$ cat config.mk
export PLATFORM = sky130hd
export DESIGN_NAME = sorted_priority_queue_unit
export DESIGN_NICKNAME = d
export VERILOG_FILES = /design/src/rtl/spq_pkg.sv /design/src/rtl/spq_cell.sv /design/src/rtl/sorted_priority_queue_unit.sv
export SDC_FILE = /design/constraint.sdc
export NUM_CORES = 1
export LEC_CHECK = 0
export BUFFER_PORTS_ARGS = -buffer_cell sky130_fd_sc_hd__buf_2
export CORE_MARGIN = 8
export CORE_UTILIZATION = 55
export CTS_CLUSTER_SIZE = 24
export DETAILED_ROUTE_END_ITERATION = 16
export PLACE_DENSITY = 0.73
export SYNTH_ARGS = -nofsm -noshare
export SYNTH_HDL_FRONTEND = slang
export SYNTH_HIERARCHICAL = 1
export SYNTH_SLANG_ARGS = --single-unit
$ cat constraint.sdc
create_clock -name aclk -period 5.6 [get_ports aclk]
set_clock_uncertainty 0.2 [all_clocks]
set_input_delay 0.56 -clock aclk [delete_from_list [all_inputs] [get_ports aclk]]
set_output_delay 0.56 -clock aclk [all_outputs]
set_load 0.02 [all_outputs]
$ cat src/rtl/spq_pkg.sv
package spq_pkg;

    // Queue geometry
    localparam int QUEUE_DEPTH  = 16;
    localparam int PAYLOAD_BITS = 8;
    localparam int CNT_W        = $clog2(QUEUE_DEPTH + 1);

    // Fixed field widths on the stream ports
    localparam int PRIO_W      = 16;
    localparam int PAY_FIELD_W = 8;
    localparam int OCC_W       = 5;
    localparam int STATUS_W    = 2;

    typedef enum logic {
        OP_INSERT = 1'b0,
        OP_POP    = 1'b1
    } op_t;

    typedef enum logic [STATUS_W-1:0] {
        ST_OK    = 2'd0,
        ST_EMPTY = 2'd1,
        ST_FULL  = 2'd2
    } status_t;

    typedef struct packed {
        logic signed [PRIO_W-1:0] prio;
        logic [PAYLOAD_BITS-1:0]  payload;
    } entry_t;

    // Per-cycle command broadcast to every cell
    typedef struct packed {
        logic insert;
        logic pop;
    } cell_ctl_t;

endpackage

$ cat src/rtl/spq_cell.sv
module spq_cell (
    input  logic               aclk,
    input  spq_pkg::cell_ctl_t ctl,
    input  spq_pkg::entry_t    new_entry,
    input  spq_pkg::entry_t    left_entry,
    input  spq_pkg::entry_t    right_entry,
    input  logic               left_beats,
    input  logic               occupied,
    output spq_pkg::entry_t    entry,
    output logic               beats
);
    import spq_pkg::*;

    entry_t entry_reg;
    entry_t entry_next;

    // New entry goes ahead of this cell when it is empty or strictly lower.
    assign beats = !occupied || ($signed(new_entry.prio) > $signed(entry_reg.prio));
    assign entry = entry_reg;

    always_comb begin
        entry_next = entry_reg;
        priority if (ctl.pop) begin
            entry_next = right_entry;
        end else if (ctl.insert && left_beats) begin
            entry_next = left_entry;
        end else if (ctl.insert && beats) begin
            entry_next = new_entry;
        end
    end

    always_ff @(posedge aclk) begin
        entry_reg <= entry_next;
    end

endmodule

$ cat src/rtl/sorted_priority_queue_unit.sv
// Channel  Dir  tuser               tdata (lowest bit up)
// s_       in   [0] operation       [15:0] priority_req, [23:16] payload
// m_       out  [1:0] status        [15:0] out_priority, [23:16] out_payload,
//                                   [28:24] occupancy, [31:29] zero
// One request per cycle while the m_ side drains the result: every cell compares against the
// new priority at once and all cells shift together, so an accepted insert or pop lands in the cells at once.
// The result sits in an output register; a new request is taken whenever that
// register is empty or is being drained in the same cycle.
// aresetn (synchronous, active low) clears the entry count and the result valid.
// A stalled m_ side holds the result and backs up s_tready; nothing is dropped.
module sorted_priority_queue_unit (
    input  logic        aclk,
    input  logic        aresetn,
    input  logic        s_tvalid,
    output logic        s_tready,
    input  logic [23:0] s_tdata,   // [15:0] priority_req, [23:16] payload
    input  logic [0:0]  s_tuser,   // [0] operation
    output logic        m_tvalid,
    input  logic        m_tready,
    output logic [31:0] m_tdata,   // [15:0] out_priority, [23:16] out_payload, [28:24] occupancy
    output logic [1:0]  m_tuser    // [1:0] status
);
    import spq_pkg::*;

    logic                   accept;
    op_t                    op;
    entry_t                 new_entry;
    logic [31:0]            pay_in_ext;
    cell_ctl_t              ctl;
    logic [CNT_W-1:0]       count_reg;
    logic [CNT_W-1:0]       count_next;
    logic                   is_empty;
    logic                   is_full;

    entry_t                 cell_entry [QUEUE_DEPTH];
    logic                   cell_beats [QUEUE_DEPTH];
    logic                   cell_occ   [QUEUE_DEPTH];

    logic                   m_valid_reg;
    logic                   m_valid_next;
    logic [31:0]            m_data_reg;
    logic [31:0]            m_data_next;
    status_t                m_status_reg;
    status_t                m_status_next;

    logic [PAYLOAD_BITS+PAY_FIELD_W-1:0] pay_out_ext;
    logic [CNT_W+OCC_W-1:0]              occ_ext;
    status_t                             status_c;
    logic [PRIO_W-1:0]                   prio_c;
    logic [PAY_FIELD_W-1:0]              pay_c;

    // Take a request while the result register is free or draining.
    assign s_tready = !m_valid_reg || m_tready;
    assign accept   = s_tvalid && s_tready;
    assign op       = op_t'(s_tuser[0]);

    // Keep only the low payload bits that the queue stores.
    assign pay_in_ext        = {{(32-PAY_FIELD_W){1'b0}}, s_tdata[23:16]};
    assign new_entry.prio    = s_tdata[15:0];
    assign new_entry.payload = pay_in_ext[PAYLOAD_BITS-1:0];

    assign is_empty = (count_reg == '0);
    assign is_full  = (count_reg >= CNT_W'(QUEUE_DEPTH));

    // Broadcast the command; a dropped insert or a failed pop moves nothing.
    assign ctl.insert = accept && (op == OP_INSERT) && !is_full;
    assign ctl.pop    = accept && (op == OP_POP) && !is_empty;

    // Row of cells: cell 0 is the head of the queue.
    for (genvar i = 0; i < QUEUE_DEPTH; i++) begin : g_cell
        assign cell_occ[i] = (CNT_W'(i) < count_reg);
        if (i == 0) begin : g_head
            spq_cell u_cell (
                .aclk       (aclk),
                .ctl        (ctl),
                .new_entry  (new_entry),
                .left_entry (new_entry),
                .right_entry(cell_entry[(i + 1) % QUEUE_DEPTH]),
                .left_beats (1'b0),
                .occupied   (cell_occ[i]),
                .entry      (cell_entry[i]),
                .beats      (cell_beats[i])
            );
        end else if (i == QUEUE_DEPTH - 1) begin : g_tail
            // Nothing lies behind the tail; hold its own value on a pop.
            spq_cell u_cell (
                .aclk       (aclk),
                .ctl        (ctl),
                .new_entry  (new_entry),
                .left_entry (cell_entry[i-1]),
                .right_entry(cell_entry[i]),
                .left_beats (cell_beats[i-1]),
                .occupied   (cell_occ[i]),
                .entry      (cell_entry[i]),
                .beats      (cell_beats[i])
            );
        end else begin : g_mid
            spq_cell u_cell (
                .aclk       (aclk),
                .ctl        (ctl),
                .new_entry  (new_entry),
                .left_entry (cell_entry[i-1]),
                .right_entry(cell_entry[i+1]),
                .left_beats (cell_beats[i-1]),
                .occupied   (cell_occ[i]),
                .entry      (cell_entry[i]),
                .beats      (cell_beats[i])
            );
        end
    end

    // Next count: advance on a stored insert, drop by one on a served pop.
    always_comb begin
        count_next = count_reg;
        priority if (ctl.insert) begin
            count_next = count_reg + CNT_W'(1);
        end else if (ctl.pop) begin
            count_next = count_reg - CNT_W'(1);
        end
    end

    // Build the result from the head before it shifts.
    assign pay_out_ext = {{PAY_FIELD_W{1'b0}}, cell_entry[0].payload};
    assign occ_ext     = {{OCC_W{1'b0}}, count_next};

    always_comb begin
        status_c = ST_OK;
        prio_c   = '0;
        pay_c    = '0;
        unique case (op)
            OP_POP: begin
                if (is_empty) begin
                    status_c = ST_EMPTY;
                end else begin
                    prio_c = cell_entry[0].prio;
                    pay_c  = pay_out_ext[PAY_FIELD_W-1:0];
                end
            end
            OP_INSERT: begin
                if (is_full) begin
                    status_c = ST_FULL;
                end
            end
            default: begin
                status_c = ST_OK;
            end
        endcase
    end

    // Load a fresh result on accept, otherwise clear valid once it is taken.
    always_comb begin
        m_valid_next  = m_valid_reg;
        m_data_next   = m_data_reg;
        m_status_next = m_status_reg;
        priority if (accept) begin
            m_valid_next  = 1'b1;
            m_data_next   = {3'b000, occ_ext[OCC_W-1:0], pay_c, prio_c};
            m_status_next = status_c;
        end else if (m_tready) begin
            m_valid_next  = 1'b0;
        end
    end

    always_ff @(posedge aclk) begin
        if (!aresetn) begin
            count_reg   <= '0;
            m_valid_reg <= 1'b0;
        end else begin
            count_reg   <= count_next;
            m_valid_reg <= m_valid_next;
        end
        m_data_reg   <= m_data_next;
        m_status_reg <= m_status_next;
    end

    assign m_tvalid = m_valid_reg;
    assign m_tdata  = m_data_reg;
    assign m_tuser  = m_status_reg;

    // Count never exceeds the number of cells.
    a_count_range: assert property (@(posedge aclk) disable iff (!aresetn)
        count_reg <= CNT_W'(QUEUE_DEPTH))
        else $error("entry count above queue depth");

    // Head is never lower than its neighbor once two entries are stored.
    a_head_sorted: assert property (@(posedge aclk) disable iff (!aresetn)
        (count_reg >= CNT_W'(2)) |-> ($signed(cell_entry[0].prio) >= $signed(cell_entry[1].prio)))
        else $error("queue head out of order");

    // A served pop drops the count by exactly one.
    a_pop_count: assert property (@(posedge aclk) disable iff (!aresetn)
        ctl.pop |=> (count_reg == $past(count_reg) - CNT_W'(1)))
        else $error("pop did not remove one entry");

    // A full report only ever leaves with a full queue.
    a_full_status: assert property (@(posedge aclk) disable iff (!aresetn)
        (accept && (op == OP_INSERT) && is_full) |=> (m_status_reg == ST_FULL)
            && (count_reg == CNT_W'(QUEUE_DEPTH)))
        else $error("full report with room in the queue");

endmodule
# [After elaboration in Yosys (flattened, before gate mapping)]
# Cells that the tools add are included.
[classes] addsub=2 reduce_logical=77 order_cmp=33 bitwise=2 mux=53
[ops] cell="2-to-1 mux 24 bit" n=46
[ops] cell="> comparator 16 bit" n=16
[ops] cell="nonzero test 3 bit" n=14
[ops] cell="less-than comparator 4 x 5 -> 1 bit, first input constant" n=8
[ops] cell="logical AND 1 bit" n=21
[ops] cell="less-than comparator 3 x 5 -> 1 bit, first input constant" n=4
[ops] cell="logical NOT 1 bit" n=19
[ops] cell="logical OR 1 bit" n=17
[ops] cell="less-than comparator 1 x 5 -> 1 bit, first input constant" n=2
[ops] cell="less-than comparator 2 x 5 -> 1 bit, first input constant" n=2
[ops] cell="2-to-1 mux 5 bit" n=2
[ops] cell="nonzero test 2 bit" n=3
[ops] cell="adder 5 x 1 -> 5 bit, second input constant" n=1
[ops] cell="greater-or-equal comparator 5 bit, second input constant" n=1
[ops] cell="logical NOT 5 bit" n=1
[ops] cell="subtractor 5 x 1 -> 5 bit, second input constant" n=1
[ops] cell="one-hot mux 2 bit (2 select lines)" n=1
[ops] cell="2-to-1 mux 1 bit" n=3
[ops] cell="2-to-1 mux 2 bit" n=1
[ops] cell="NOT 1 bit" n=2
[ops] cell="AND reduction 2 bit" n=1
[ops] cell="OR reduction 2 bit" n=1
[word_totals] wordCells=204 reg_bits=421

# [Logic depth before layout (Yosys ltp)]
[logic_depth] ltp_word=9 ltp_mapped=11 mapped_depth_nobuf=10

# [Cells and area by module]
# The synthesis kept the hierarchy.
[modules_own_cells] module="spq_cell at g_cell[0].g_head.u_cell ..." seq_area_each_um2=720.7 instances=15 cells_each=165 area_per_inst_um2=1656.6
[modules_own_cells] module="sorted_priority_queue_unit" seq_area_each_um2=1051.0 instances=1 cells_each=147 area_per_inst_um2=1722.9
[modules_own_cells] module="spq_cell at g_cell[9].g_mid.u_cell" seq_area_each_um2=720.7 instances=1 cells_each=167 area_per_inst_um2=1670.4

# [Least setup slack after synthesis]
# Ideal clock, no wire load.
[synth_path] kind="register to register" from="reg count_reg[1]" to="reg g_cell[9].g_mid.u_cell.entry_reg (netlist bit g_cell[9].g_mid.u_cell/entry[0]) (enable)" t_required_ns=4.987 path_slack_ns=1.588 path_buffers=3 setup_ns=0.413 stages_incl_launch_ff=11 t_arrival_ns=3.399 cell_sequence="dfxtp_1 > clkbuf_1 > inv_1 > ha_1 > or4b_1 > buf_2 > nand3_4 > inv_2 > buf_2 > o2bb2ai_1 > a21oi_1"
[synth_lines] item="start, declared" line="sorted_priority_queue_unit.sv:30" source="logic [CNT_W-1:0] count_reg;"
[synth_lines] item="start signal, assigned" line="sorted_priority_queue_unit.sv:169" source="count_reg <= count_next;"
[synth_lines] item="end signal, assigned" line="spq_cell.sv:33" source="entry_reg <= entry_next;"
[synth_lines] item="end, declared" line="spq_cell.sv:14" source="entry_t entry_reg;"

==> out/qor.csv <==
metric;value;unit
Critical path buffers and inverters;4;
DRC;0;
Top delay family on crit path;buffers and inverters;
clock root buffer;clkbuf_16;
Clk pwr share;0.308;
Reg clk slew, reported paths;0.06;ns
clock buffer depth;3;
Synth Area per Inst;10.1;µm²
total track usage;0.240;
hold path depth;3;
Reg2Reg Setup Slack;1.39;ns
Fin. Hold Viols;0;
cell mode on critical path;buf_12;
Clock Sinks;421;
crit-path max cell delay;0.67;ns
CTS tree;built;
Post-Place Cells;3456;
GPL Wtd Cong;0.894;
initial antenna violation count;1;
setup_tns;0;ns
static leakage power;14.1;nW
postcts setup bufs;0;
f_max;238;MHz
CTS Buf Count;48;
power share of the combinational group;0.234;
Hold WS;0.0283;ns
Vias;21400;
cells resized by post-CTS repair;0;
Pwr Total;9.98;mW
total stage count of the critical path;8;
max cap viols;0;
violations in the final reports;max-slew violations;
GR Overflow Total;0;
boundary pin count;65;
CP endpoint kind;flop;
row count;83;
Hold WC Path Type;in2reg;
crit path launch type;flop;
Worst-Margin Slew;1.65;ns
Routed WL;72700;µm
maximum VDD drop;221;µV
DPL Wire Length;52600;µm
post-layout minimum cycle time;4.21;ns
Clk Latency, worst-skew pair;0.60;ns
max-slew violation count;25;
vias in the first global route;21400;
power per cell area;324;nW/µm²
Final Cell Area;30800;µm²
crit path max fanout;187;
sw power;3.21;mW
outcome;finished with violations;
share of layout cells above drive strength 1;0.0891;
endpoints failing setup;0;
max reg flops;336;
Critical Path RT;5.68;ns
Initial Util;0.554;
DRT Pass-1 Iters;5;
first-pass GRT wire length;116000;µm
Layout area overhead;9.01;%
synthesized cell area;28200;µm²
vias per cell;6.05;
critical path class;reg2reg;
core area;51000;µm²
die area;58800;µm²
Internal;6.78;mW
Ys Warns;6;
Horiz. Die Dim;243;µm
worst-path cell chain;inv_1 > ha_1 > or4b_1 > nand3_4 > inv_8 > buf_12 > buf_12 > o21ai_0;
placed inst area;29300;µm²
# nets final;3115;
Slew HR;-0.105;
unrepaired setup endpoints after global routing;no;
register share of total power;0.458;
WL/cell;20.5;µm
Tcrit/Tclk final;0.752;
Port Buf Inserts;61;
CP max stage cell;dfxtp_1;
DRT iter0 DRCs;1919;
cell count of the worst reg-to-reg path;8;
largest net degree at the start of global routing;188;
die outline height;243;µm
sw frac;0.321;
Antenna Violating Nets Remaining;0;
WP data arrival;4.29;ns
cts hold-fix bufs;0;
CTS HTree Levels;2;
post-synthesis cell count;2787;
final cell count without fillers;3543;
## path summary, 6_finish.rpt
path,to,start
max,g_cell[14].g_mid.u_cell/entry[6]$_DFFE_PP_,count_reg[1]$_SDFF_PN0_
min,m_tvalid$_SDFFE_PN0P_,s_tvalid
max reg2reg,g_cell[14].g_mid.u_cell/entry[6]$_DFFE_PP_,count_reg[1]$_SDFF_PN0_
min reg2reg,g_cell[0].g_head.u_cell/entry[7]$_DFFE_PP_,g_cell[1].g_mid.u_cell/entry[7]$_DFFE_PP_
## metrics by stage
stage,util,setup slack (ns)
after floorplan,-,1.59
after global placement,0.574,1.39
after detailed placement,0.574,1.34
after CTS,0.603,1.45
after global routing,0.603,1.10
final,0.603,1.39
## layout make-up
type	count	area, µm²
Antenna cell	1	2.50
Clock buffer	61	1250
Clock inverter	25	230
Fill cell	4090	20200
Inverter	280	1060
Multi-Input combinational cell	1965	14100
Sequential cell	421	12600
Tap cell	680	851
Timing Repair Buffer	110	711
## routing by layer
metal | vias up | GRT usage | part of all wire
met3 | 171 | 0.0259 | 0.051
met4 | 0 | 0.103 | 0.037
li1 | 10100 | - | -
met1 | 10400 | 0.310 | 0.43
met2 | 730 | 0.406 | 0.48
met5 | - | 0 | 0
## power groups by stage
| stage | sequential, mW | combinational (mW) | clock (mW) |
|---|---|---|---|
| after global placement | 4.61 | 2.19 | 0 |
| after detailed placement | 4.62 | 2.31 | 0 |
| after CTS | 4.56 | 2.32 | 3.12 |
| after floorplan | 4.46 | 1.64 | 0 |
| after global routing | 4.63 | 2.60 | 3.23 |
| final | 4.57 | 2.34 | 3.08 |
## placed cells by master (no fill, tap or decap), types with 2 or more instances in the layout
cell type	count
a21oi_1	84
clkbuf_1	13
bufinv_16	4
o21bai_1	2
edfxtp_1	415
o221ai_1	15
buf_12	3
nand4_1	32
nand4_2	16
nand2_1	475
a311o_1	15
and3_1	25
clkinv_1	12
a21o_1	33
and2_1	2
o21ai_0	405
o22a_2	14
nand2b_1	6
nor4_2	16
nor2_1	37
nand3_1	34
inv_1	278
ha_1	260
buf_2	61
nor3_2	16
mux2i_1	387
clkbuf_16	48
clkinv_2	5
buf_4	46
nor2b_1	18
o41ai_2	15
o21ai_1	15
dfxtp_1	6
o21a_1	15
conb_1	5
clkinvlp_4	2
nor3_1	3
## worst min-delay path, delay by kind of cell
| kind | cells | cell delay (ns) |
|---|---|---|
| buffers and inverters | 2 | 0.17 |
| AO/OA/AOI/OAI | 1 | 0.05 |
Note: power is estimated with default switching activity, not from simulation.
